### src/hdl/sbq_pkg.sv
// ----------------------------------------------------------------------------
// sbq_pkg
// shared types and constants of the stereo biquad unit
// ----------------------------------------------------------------------------
package sbq_pkg;

    localparam int COEF_BITS = 32;

    typedef enum logic [2:0] {
        REG_B0,
        REG_B1,
        REG_B2,
        REG_A1,
        REG_A2
    } t_reg_idx;

    typedef enum logic [2:0] {
        ST_IDLE,
        ST_PH1,
        ST_MID,
        ST_PH2,
        ST_FIN,
        ST_DONE
    } t_state;

    typedef struct packed {
        logic signed [COEF_BITS-1:0] b0;
        logic signed [COEF_BITS-1:0] b1;
        logic signed [COEF_BITS-1:0] b2;
        logic signed [COEF_BITS-1:0] a1;
        logic signed [COEF_BITS-1:0] a2;
    } t_coefs;

    typedef struct packed {
        logic clr;
        logic en;
        logic last;
    } t_mul_ctl;

    typedef struct packed {
        logic load;
        logic step;
        logic last;
        logic phase2;
        logic mid;
        logic fin;
    } t_chan_ctl;

endpackage

### src/hdl/sbq_ser_mul.sv
// ----------------------------------------------------------------------------
// sbq_ser_mul
// serial-parallel signed multiplier, data one bit per cycle lsb first while i_ctl.en is high
// ----------------------------------------------------------------------------
module sbq_ser_mul
    import sbq_pkg::*;
#(
    parameter int N = 32
) (
    input  logic                          i_clk,
    input  t_mul_ctl                      i_ctl,
    input  logic                          i_bit,
    input  logic signed [COEF_BITS-1:0]   i_coef,
    output logic signed [COEF_BITS+N:0]   o_prod
);

    logic signed [COEF_BITS:0]   r_h;
    logic        [N-1:0]         r_l;
    logic signed [COEF_BITS+1:0] w_c;
    logic signed [COEF_BITS+1:0] w_add;
    logic signed [COEF_BITS+1:0] w_sum;

    assign w_c = (COEF_BITS+2)'(i_coef);

    always_comb begin
        if (!i_bit) begin
            w_add = '0;
        end else if (i_ctl.last) begin
            w_add = -w_c;
        end else begin
            w_add = w_c;
        end
        w_sum = (COEF_BITS+2)'(r_h) + w_add;
    end

    always_ff @(posedge i_clk) begin
        if (i_ctl.clr) begin
            r_h <= '0;
            r_l <= '0;
        end else if (i_ctl.en) begin
            r_h <= w_sum[COEF_BITS+1:1];
            r_l <= {w_sum[0], r_l[N-1:1]};
        end
    end

    assign o_prod = {r_h, r_l};

endmodule

### src/hdl/sbq_chan.sv
// ----------------------------------------------------------------------------
// sbq_chan
// one channel of the biquad: serial products, delay state and saturation
// ----------------------------------------------------------------------------
module sbq_chan
    import sbq_pkg::*;
#(
    parameter int SAMPLE_BITS    = 24,
    parameter int COEF_FRAC_BITS = 28,
    parameter int GUARD_BITS     = 8
) (
    input  logic                          i_clk,
    input  logic                          i_rst_n,
    input  t_chan_ctl                     i_ctl,
    input  t_coefs                        i_coefs,
    input  logic signed [SAMPLE_BITS-1:0] i_sample,
    output logic signed [SAMPLE_BITS-1:0] o_sample,
    output logic                          o_clip
);

    localparam int N  = SAMPLE_BITS + GUARD_BITS;
    localparam int YW = SAMPLE_BITS + GUARD_BITS;
    localparam int DW = SAMPLE_BITS + GUARD_BITS + 2;
    localparam int PW = COEF_BITS + 1 + N;
    localparam int QW = PW - COEF_FRAC_BITS;
    localparam int AW = ((QW > DW) ? QW : DW) + 2;

    logic        [N-1:0]  r_sh;
    logic signed [YW-1:0] r_y;
    logic signed [DW-1:0] r_d1;
    logic signed [DW-1:0] r_d2;
    logic signed [AW-1:0] r_t1;
    logic signed [AW-1:0] r_q2;
    logic                 r_clip;

    t_mul_ctl                    w_mctl;
    logic signed [COEF_BITS-1:0] w_c1;
    logic signed [COEF_BITS-1:0] w_c2;
    logic signed [PW-1:0]        w_p0;
    logic signed [PW-1:0]        w_p1;
    logic signed [PW-1:0]        w_p2;
    logic signed [QW-1:0]        w_q0;
    logic signed [QW-1:0]        w_q1;
    logic signed [QW-1:0]        w_q2;
    logic        [N-1:0]         w_x;
    logic signed [AW-1:0]        w_ysum;
    logic signed [AW-1:0]        w_n1;
    logic signed [AW-1:0]        w_n2;
    logic                        w_yfit;
    logic                        w_n1fit;
    logic                        w_n2fit;
    logic signed [YW-1:0]        w_ysat;
    logic signed [DW-1:0]        w_n1sat;
    logic signed [DW-1:0]        w_n2sat;

    assign w_mctl.clr  = i_ctl.load | i_ctl.mid;
    assign w_mctl.en   = i_ctl.step;
    assign w_mctl.last = i_ctl.last;

    assign w_c1 = i_ctl.phase2 ? i_coefs.a1 : i_coefs.b1;
    assign w_c2 = i_ctl.phase2 ? i_coefs.a2 : i_coefs.b2;

    sbq_ser_mul #(.N(N)) u_mul0 (
        .i_clk  (i_clk),
        .i_ctl  (w_mctl),
        .i_bit  (r_sh[0]),
        .i_coef (i_coefs.b0),
        .o_prod (w_p0)
    );

    sbq_ser_mul #(.N(N)) u_mul1 (
        .i_clk  (i_clk),
        .i_ctl  (w_mctl),
        .i_bit  (r_sh[0]),
        .i_coef (w_c1),
        .o_prod (w_p1)
    );

    sbq_ser_mul #(.N(N)) u_mul2 (
        .i_clk  (i_clk),
        .i_ctl  (w_mctl),
        .i_bit  (r_sh[0]),
        .i_coef (w_c2),
        .o_prod (w_p2)
    );

    // floor shift of each product
    assign w_q0 = $signed(w_p0[PW-1:COEF_FRAC_BITS]);
    assign w_q1 = $signed(w_p1[PW-1:COEF_FRAC_BITS]);
    assign w_q2 = $signed(w_p2[PW-1:COEF_FRAC_BITS]);

    assign w_x = N'(i_sample) << GUARD_BITS;

    assign w_ysum = AW'(w_q0) + AW'(r_d1);
    assign w_n1   = r_t1 - AW'(w_q1);
    assign w_n2   = r_q2 - AW'(w_q2);

    assign w_yfit  = (&w_ysum[AW-1:YW-1]) | ~(|w_ysum[AW-1:YW-1]);
    assign w_n1fit = (&w_n1[AW-1:DW-1]) | ~(|w_n1[AW-1:DW-1]);
    assign w_n2fit = (&w_n2[AW-1:DW-1]) | ~(|w_n2[AW-1:DW-1]);

    assign w_ysat  = w_yfit  ? w_ysum[YW-1:0] : {w_ysum[AW-1], {(YW-1){~w_ysum[AW-1]}}};
    assign w_n1sat = w_n1fit ? w_n1[DW-1:0]   : {w_n1[AW-1], {(DW-1){~w_n1[AW-1]}}};
    assign w_n2sat = w_n2fit ? w_n2[DW-1:0]   : {w_n2[AW-1], {(DW-1){~w_n2[AW-1]}}};

    always_ff @(posedge i_clk) begin
        if (i_ctl.load) begin
            r_sh <= w_x;
        end else if (i_ctl.mid) begin
            r_sh <= w_ysat;
        end else if (i_ctl.step) begin
            r_sh <= r_sh >> 1;
        end
    end

    always_ff @(posedge i_clk) begin
        if (i_ctl.mid) begin
            r_y  <= w_ysat;
            r_t1 <= AW'(w_q1) + AW'(r_d2);
            r_q2 <= AW'(w_q2);
        end
    end

    always_ff @(posedge i_clk) begin
        if (!i_rst_n) begin
            r_d1   <= '0;
            r_d2   <= '0;
            r_clip <= 1'b0;
        end else if (i_ctl.mid) begin
            r_clip <= ~w_yfit;
        end else if (i_ctl.fin) begin
            r_d1   <= w_n1sat;
            r_d2   <= w_n2sat;
            r_clip <= r_clip | ~w_n1fit | ~w_n2fit;
        end
    end

    assign o_sample = r_y[YW-1:GUARD_BITS];
    assign o_clip   = r_clip;

endmodule

### src/hdl/stereo_biquad_tdf2_unit.sv
// ----------------------------------------------------------------------------
// stereo_biquad_tdf2_unit
// stereo second-order iir section, transposed direct form ii, fixed point
// ----------------------------------------------------------------------------
// s_axis carries one stereo pair per beat (left low, right above it);
// m_axis returns the filtered pair with a clip flag on tuser.
// coefficients b0 b1 b2 a1 a2 (q3.28) sit on the apb port at 0x00..0x10;
// write them only while the unit is idle.
// each sample is fed to three bit-serial multipliers per channel, one bit
// a cycle: first pass x (SAMPLE_BITS+GUARD_BITS bits), second pass y.
// a pair runs through the states ph1 (x pass), mid (y update), ph2 (y pass),
// fin (delay update) and done (load of the output register); a new pair is
// taken only after the previous one has reached the output register.
// s_axis_tready is high only between pairs.
// a new pair is taken while the previous result still waits on m_axis;
// if the receiver stalls, the next result waits in the unit until the
// output register frees up.
// reset (synchronous, active low) clears the delays, restores b0 = 1.0 and
// the other coefficients to zero, and empties the output register.
// ----------------------------------------------------------------------------
module stereo_biquad_tdf2_unit
    import sbq_pkg::*;
#(
    parameter int SAMPLE_BITS    = 24,
    parameter int COEF_FRAC_BITS = 28,
    parameter int GUARD_BITS     = 8
) (
    input  logic                   i_clk,
    input  logic                   i_rst_n,
    input  logic                   s_axis_tvalid,
    output logic                   s_axis_tready,
    // left_in, right_in
    input  logic [((2*SAMPLE_BITS+7)/8)*8-1:0] s_axis_tdata,
    output logic                   m_axis_tvalid,
    input  logic                   m_axis_tready,
    // left_out, right_out
    output logic [((2*SAMPLE_BITS+7)/8)*8-1:0] m_axis_tdata,
    // clipped
    output logic                   m_axis_tuser,
    input  logic                   psel,
    input  logic                   penable,
    input  logic                   pwrite,
    input  logic [4:0]             paddr,
    input  logic [31:0]            pwdata,
    output logic [31:0]            prdata,
    output logic                   pready
);

    localparam int TDW   = ((2*SAMPLE_BITS+7)/8)*8;
    localparam int N     = SAMPLE_BITS + GUARD_BITS;
    localparam int CNT_W = $clog2(N);
    localparam logic [CNT_W-1:0]     CNT_LAST = CNT_W'(N-1);
    localparam logic [COEF_BITS-1:0] B0_RESET = COEF_BITS'(1) << COEF_FRAC_BITS;

    t_state               r_state;
    t_state               n_state;
    logic [CNT_W-1:0]     r_cnt;
    logic [CNT_W-1:0]     n_cnt;
    t_chan_ctl            w_ctl;
    logic                 w_out_load;
    t_coefs               r_coefs;
    logic                 w_wr;

    logic signed [SAMPLE_BITS-1:0] w_left;
    logic signed [SAMPLE_BITS-1:0] w_right;
    logic                          w_lclip;
    logic                          w_rclip;

    logic                   r_out_valid;
    logic [SAMPLE_BITS-1:0] r_out_left;
    logic [SAMPLE_BITS-1:0] r_out_right;
    logic                   r_out_clip;

    // configuration port
    assign pready = 1'b1;
    assign w_wr   = psel & penable & pwrite;

    always_ff @(posedge i_clk) begin
        if (!i_rst_n) begin
            r_coefs.b0 <= B0_RESET;
            r_coefs.b1 <= '0;
            r_coefs.b2 <= '0;
            r_coefs.a1 <= '0;
            r_coefs.a2 <= '0;
        end else if (w_wr) begin
            case (paddr[4:2])
                REG_B0:  r_coefs.b0 <= pwdata;
                REG_B1:  r_coefs.b1 <= pwdata;
                REG_B2:  r_coefs.b2 <= pwdata;
                REG_A1:  r_coefs.a1 <= pwdata;
                REG_A2:  r_coefs.a2 <= pwdata;
                default: ;
            endcase
        end
    end

    always_comb begin
        case (paddr[4:2])
            REG_B0:  prdata = r_coefs.b0;
            REG_B1:  prdata = r_coefs.b1;
            REG_B2:  prdata = r_coefs.b2;
            REG_A1:  prdata = r_coefs.a1;
            REG_A2:  prdata = r_coefs.a2;
            default: prdata = '0;
        endcase
    end

    // sequencer
    always_ff @(posedge i_clk) begin
        if (!i_rst_n) begin
            r_state <= ST_IDLE;
            r_cnt   <= '0;
        end else begin
            r_state <= n_state;
            r_cnt   <= n_cnt;
        end
    end

    always_comb begin
        n_state    = r_state;
        n_cnt      = r_cnt;
        w_ctl      = '0;
        w_out_load = 1'b0;
        case (r_state)
            ST_IDLE: begin
                if (s_axis_tvalid) begin
                    w_ctl.load = 1'b1;
                    n_cnt      = '0;
                    n_state    = ST_PH1;
                end
            end
            ST_PH1: begin
                w_ctl.step = 1'b1;
                w_ctl.last = (r_cnt == CNT_LAST);
                n_cnt      = r_cnt + 1'b1;
                if (r_cnt == CNT_LAST) begin
                    n_cnt   = '0;
                    n_state = ST_MID;
                end
            end
            ST_MID: begin
                w_ctl.mid = 1'b1;
                n_state   = ST_PH2;
            end
            ST_PH2: begin
                w_ctl.step   = 1'b1;
                w_ctl.phase2 = 1'b1;
                w_ctl.last   = (r_cnt == CNT_LAST);
                n_cnt        = r_cnt + 1'b1;
                if (r_cnt == CNT_LAST) begin
                    n_cnt   = '0;
                    n_state = ST_FIN;
                end
            end
            ST_FIN: begin
                w_ctl.fin    = 1'b1;
                w_ctl.phase2 = 1'b1;
                n_state      = ST_DONE;
            end
            ST_DONE: begin
                if (!r_out_valid || m_axis_tready) begin
                    w_out_load = 1'b1;
                    n_state    = ST_IDLE;
                end
            end
            default: begin
                n_state = ST_IDLE;
                n_cnt   = '0;
            end
        endcase
    end

    assign s_axis_tready = (r_state == ST_IDLE);

    sbq_chan #(
        .SAMPLE_BITS    (SAMPLE_BITS),
        .COEF_FRAC_BITS (COEF_FRAC_BITS),
        .GUARD_BITS     (GUARD_BITS)
    ) u_left (
        .i_clk    (i_clk),
        .i_rst_n  (i_rst_n),
        .i_ctl    (w_ctl),
        .i_coefs  (r_coefs),
        .i_sample ($signed(s_axis_tdata[SAMPLE_BITS-1:0])),
        .o_sample (w_left),
        .o_clip   (w_lclip)
    );

    sbq_chan #(
        .SAMPLE_BITS    (SAMPLE_BITS),
        .COEF_FRAC_BITS (COEF_FRAC_BITS),
        .GUARD_BITS     (GUARD_BITS)
    ) u_right (
        .i_clk    (i_clk),
        .i_rst_n  (i_rst_n),
        .i_ctl    (w_ctl),
        .i_coefs  (r_coefs),
        .i_sample ($signed(s_axis_tdata[2*SAMPLE_BITS-1:SAMPLE_BITS])),
        .o_sample (w_right),
        .o_clip   (w_rclip)
    );

    // output register
    always_ff @(posedge i_clk) begin
        if (!i_rst_n) begin
            r_out_valid <= 1'b0;
        end else if (w_out_load) begin
            r_out_valid <= 1'b1;
        end else if (m_axis_tready) begin
            r_out_valid <= 1'b0;
        end
    end

    always_ff @(posedge i_clk) begin
        if (w_out_load) begin
            r_out_left  <= w_left;
            r_out_right <= w_right;
            r_out_clip  <= w_lclip | w_rclip;
        end
    end

    assign m_axis_tvalid = r_out_valid;
    assign m_axis_tdata  = TDW'({r_out_right, r_out_left});
    assign m_axis_tuser  = r_out_clip;

`ifndef NO_ASSERTIONS
    a_accept_starts: assert property (@(posedge i_clk) disable iff (!i_rst_n)
        (s_axis_tvalid && s_axis_tready) |=> (r_state == ST_PH1))
        else $error("accepted beat did not start the first pass");

    a_ph2_from_mid: assert property (@(posedge i_clk) disable iff (!i_rst_n)
        $rose(r_state == ST_PH2) |-> ($past(r_state) == ST_MID))
        else $error("second pass entered without the y update");

    a_done_loads: assert property (@(posedge i_clk) disable iff (!i_rst_n)
        (r_state == ST_DONE && n_state == ST_IDLE) |=> m_axis_tvalid)
        else $error("finished pair did not reach the output register");

    a_cnt_idle: assert property (@(posedge i_clk) disable iff (!i_rst_n)
        (r_state == ST_IDLE) |-> (r_cnt == '0))
        else $error("bit counter not cleared between pairs");
`endif

endmodule

### config.mk
export PLATFORM = sky130hd
export DESIGN_NAME = stereo_biquad_tdf2_unit
export DESIGN_NICKNAME = d
export VERILOG_FILES = /design/src/hdl/sbq_pkg.sv /design/src/hdl/sbq_ser_mul.sv /design/src/hdl/sbq_chan.sv /design/src/hdl/stereo_biquad_tdf2_unit.sv
export SDC_FILE = /design/constraint.sdc
export NUM_CORES = 2
export LEC_CHECK = 0
export BUFFER_PORTS_ARGS = -buffer_cell sky130_fd_sc_hd__buf_2
export CAP_MARGIN = 20
export CORE_MARGIN = 10
export CORE_UTILIZATION = 69
export CTS_CLUSTER_SIZE = 30
export DETAILED_ROUTE_END_ITERATION = 6
export GPL_TIMING_DRIVEN = 0
export PLACE_DENSITY = 0.86
export SETUP_SLACK_MARGIN = 0.4
export SLEW_MARGIN = 10
export SYNTH_ARGS = -nofsm -noshare
export SYNTH_HDL_FRONTEND = slang
export SYNTH_SLANG_ARGS = --single-unit
### constraint.sdc
create_clock -name i_clk -period 20.7 [get_ports i_clk]
set_clock_uncertainty 0.2 [all_clocks]
set_input_delay 5.175 -clock i_clk [delete_from_list [all_inputs] [get_ports i_clk]]
set_output_delay 5.175 -clock i_clk [all_outputs]
set_load 0.01 [all_outputs]
==> impl_summary.txt <==
----------------------------------------------------
[CTS]
  Worst skew pair latency ... roughly 0.70 ns
  Max H-tree Level ... 3
  Number of gates given a new drive strength after cts ... 0
  CTS tree ... built
  Register clock-pin slew on the reported worst setup and hold paths ... roughly 0.060 ns
  Number of buffers between clock root and the deepest sink ... 3
  Quantity of hold-fixing buffers added after cts ... 0
  CTS buffer count ... between 90 and 100
  CTS root buffer ... sky130_fd_sc_hd__clkbuf_16
  Clock Sinks ... between 800 and 900
  Number of buffers inserted to repair setup after CTS ... 0

[Global route]
  Met2 usage in global routing ... a little under two thirds
  GRT busiest layer ... met2
  Fraction of met3 tracks used by global routing ... ~12%
  Pin count of the biggest net entering global routing ... 58
  Via count of the first global-routing pass ... around 56000
  Number of antenna violations at the first check in global routing ... 7
  Gr usage total ... between 40 and 50%
  Wire length of the first global-routing pass ... between 300000 and 400000 um
  Total grt overflow ... 0
  Met1 global-route usage ... a little over half

[Logic synthesis]
  Top flip-flop cell by instance count after synthesis ... sky130_fd_sc_hd__dfxtp_1
  Syn Inst Count ... 7444
  Async S/R FF share, synth ... 0%
  Cell type with the highest aggregate area in the netlist ... sky130_fd_sc_hd__dfxtp_1
  Top cell types by occurrence after synthesis ... sky130_fd_sc_hd__nand2_1 (1028), sky130_fd_sc_hd__a21oi_1 (939), sky130_fd_sc_hd__dfxtp_1 (545), sky130_fd_sc_hd__o21ai_0 (503), sky130_fd_sc_hd__ha_1 (501)
  Share of the synthesized area in the top cell type ... a little under a fifth
  Count of synthesis-stage warnings from yosys ... 0
  Post-Syn Area per Cell ... approximately 8.1 sq um
  Syn Nets ... slightly above 8000
  Top area cells in the synthesized netlist ... sky130_fd_sc_hd__dfxtp_1 (18%), sky130_fd_sc_hd__edfxtp_1 (15%), sky130_fd_sc_hd__ha_1 (10%)
  Fraction of the yosys area taken by sequential cells ... roughly a third
  Most frequently used cell type in the post-synthesis netlist ... sky130_fd_sc_hd__nand2_1
  Number of enable flip-flop cells after synthesis ... 295
  Syn Std Cell Area ... a little over 60000 sq um
  Count of different cell masters after synthesis ... 101
  Total of flip-flops plus latches after synthesis ... 840

[Worst setup path]
  Worst r2r dst ... u_left.u_mul1.r_h[32]$_SDFFE_PP0N_
  Critical path type ... input pin to primary output
  Reg2reg start ... r_state[1]$_SDFFE_PN0P_
  Slack of the worst reg-to-reg path ... 12.08 ns
  Worst-case reg-to-reg path depth ... 24
  Critical-path maximum fanout ... 10
  Endpoint kind of the worst setup timing path ... primary output
  Required time at the endpoint of the critical path ... 15.33 ns
  CP Data Arrival Time ... 7.72 ns
  Nature of the critical path startpoint ... input pin

[Cells and area]
  Fraction of layout cells with a size suffix above 1 ... under 10%
  Number of fill cells in the layout ... around 6400
  Cell Count, Final, Fillers Out ... approximately 9000
  Post-layout util ... between 70% and 80%
  Area added between synthesis and finish ... 9.708%
  Count of nets after finishing ... between 8000 and 9000

[Placement]
  Number of buffers inserted by port buffering ... 170
  Hpwl dp ... about 170000 um
  Worst slack at placement ... 7.804 ns
  Number of placed instances with taps included ... 8784
  Placer Congestion ... approximately 1.1

[Die]
  Vertical die dimension ... around 320 um
  Initial standard-cell utilization of the core ... between 60% and 70%
  Die width ... 315.9 um
  Placeable core area ... approximately 87000 sq um
  Rows ... roughly 110
  DIE AREA ... between 90000 and 100000 sq um
  Number of primary I/O pins ... about 180

[Pwr]
  Power per unit of standard cell area ... roughly 70 nW/um^2
  LEAKAGE ... between 0.02 and 0.03 uW
  Worst VDD drop ... between 0.07 and 0.08 mV

[Timing]
  Final critical-path share of the clock period ... 63.26%
  Final setup violation count ... 0
  Highest attainable clock frequency ... ~76 MHz
  Worst Max-Slew Pin Slew ... roughly 1.4 ns
  Hold violation total from the final report ... 0
  RSZ-0062 raised after global routing ... false
  PnR worst setup slack ... 7.605 ns
  Max-slew violation count ... 0
  Rel. slew slack ... under 10%
  Hold slack ... 0.2195 ns
  Fin Setup TNS ... 0 ns
  Final critical path time including I/O delays and setup ... 13.10 ns

[Routing]
  Remaining design rule violation count ... 4
  Detailed-route wire length per cell ... between 20 and 30 um
  Via count ... between 60000 and 70000
  Iteration-0 DRC count of the detailed router ... about 8500
  Number of detailed-routing iterations run before antenna repair ... 7
  WL final ... ~220000 um
  Count of nets left with antenna violations after detail routing ... 0
  Average via count per standard cell ... 6.795

[Run status]
  Violated checks ... DRC
  Outcome ... finished with violations

[Hold path]
  Worst Hold Depth ... 0
  Hold Crit Start ... u_left.r_y[14]$_DFFE_PP_
  Classification of the worst-slack hold path ... flip-flop to flip-flop
  Endpoint of the worst hold path ... r_out_left[6]$_DFFE_PP_

[Job]
  Max-capacitance violation count ... 0

----------------------------------------------------
## metal layers
layer / part of all wire (%) / vias to the layer above / wire length, um
li1: - / 27460 / -
met1: 37 / 28280 / 82740
met2: 41 / 4221 / 93200
met3: 13 / 1031 / 28800
met4: 8.9 / 6 / 20080
met5: 0.015 / - / 34
## report_power, final
part | internal, uW | leakage, uW | switching [uW]
logic | 318 | 0.0185 | 676
clock network | 1050 | 0.00156 | 735
registers | 1810 | 0.00715 | 88.4
## layout make-up
| type | count | area [sq um] | area share (%) |
|---|---|---|---|
| diodes | 13 | 32.53 | 0.04908 |
| plain buffers | 364 | 1454 | 2.193 |
| clock buffers | 124 | 2597 | 3.919 |
| clock inverters | 47 | 621.8 | 0.9381 |
| inverters | 291 | 1096 | 1.654 |
| multi-input cells | 5949 | 38120 | 57.51 |
| flip-flops and latches | 840 | 19770 | 29.82 |
| well taps | 1155 | 1445 | 2.180 |
| repair buffers | 194 | 1147 | 1.731 |
## layout by cell type, fill, tap and decap left out, drive strengths merged, types with 26 or more instances in the layout
master and count:
nand2 1028, a21oi 940, dfxtp 545, o21ai 519, ha 501, nor2 441
clkbuf 418, xnor2 309, edfxtp 295, inv 293, buf 263, a21o 260
xor2 189, and2 148, nor3 147, nand3 123, nor2b 108, a22oi 90
nand2b 82, a211oi 77, o21bai 71, o21a 69, o211ai 64, o22ai 62
a31oi 57, and3 49, nand4 46, mux2i 44, or3 41, mux2 38
o31ai 37, nor3b 35, o311ai 34, a22o 33, or2 26, clkinv 26
## sequential cells by signal, summed over array words and instances, names as in the netlist, 32 cells and up
name                flops
r_coefs               160
u_left.r_t1            38
u_right.r_t1           38
u_left.r_q2            37
u_right.r_q2           37
u_left.r_d1            34
u_left.r_d2            34
u_right.r_d1           34
u_right.r_d2           34
u_left.u_mul0.r_h      33
u_left.u_mul1.r_h      33
u_left.u_mul2.r_h      33
u_right.u_mul0.r_h     33
u_right.u_mul1.r_h     33
u_right.u_mul2.r_h     33
u_left.r_sh            32
u_right.r_sh           32
## critical path, cell delays in order
cell and delay, ns:
sky130_fd_sc_hd__buf_2 0.15, sky130_fd_sc_hd__clkbuf_1 0.45, sky130_fd_sc_hd__buf_1 0.60, sky130_fd_sc_hd__mux2_2 0.46
sky130_fd_sc_hd__a22oi_1 0.44, sky130_fd_sc_hd__o22ai_1 0.24, sky130_fd_sc_hd__buf_2 0.20
## per-stage QoR
stage	instance area [sq um]	power, uW
after floorplan	60420	2518
after global routing	66260	4783
final	66290	4671
after global placement	62720	2818
after detailed placement	62950	2851
after CTS	66170	4601
## cells by family (layout without fill, tap and decap cells)
group                      Yosys count  after routing  synth area share (%)
adders and majority gates          515            515                 10.84
xor gates and xnor gates           498            498                 7.219
other                                1             14              0.006207
and+or+nand+nor                   2340           2340                 17.84
buffers and inverters              655           1020                 4.208
DFF                                840            840                 32.72
AOI/OAI and AO/OA                 2512           2512                 25.68
muxes                               83             83                 1.481
## worst max-delay path by stage
stage | start | to | slack (ns) | cells past startpoint
finish | paddr[2] | prdata[11] | 7.60 | 7
global route | paddr[2] | prdata[11] | 7.58 | 7
CTS | paddr[2] | prdata[11] | 7.79 | 7
detailed placement | paddr[2] | prdata[11] | 7.80 | 7
global placement | paddr[2] | prdata[11] | 7.87 | 7
floorplan | paddr[2] | prdata[10] | 8.88 | 5
Power figures use the tool's default switching activity.
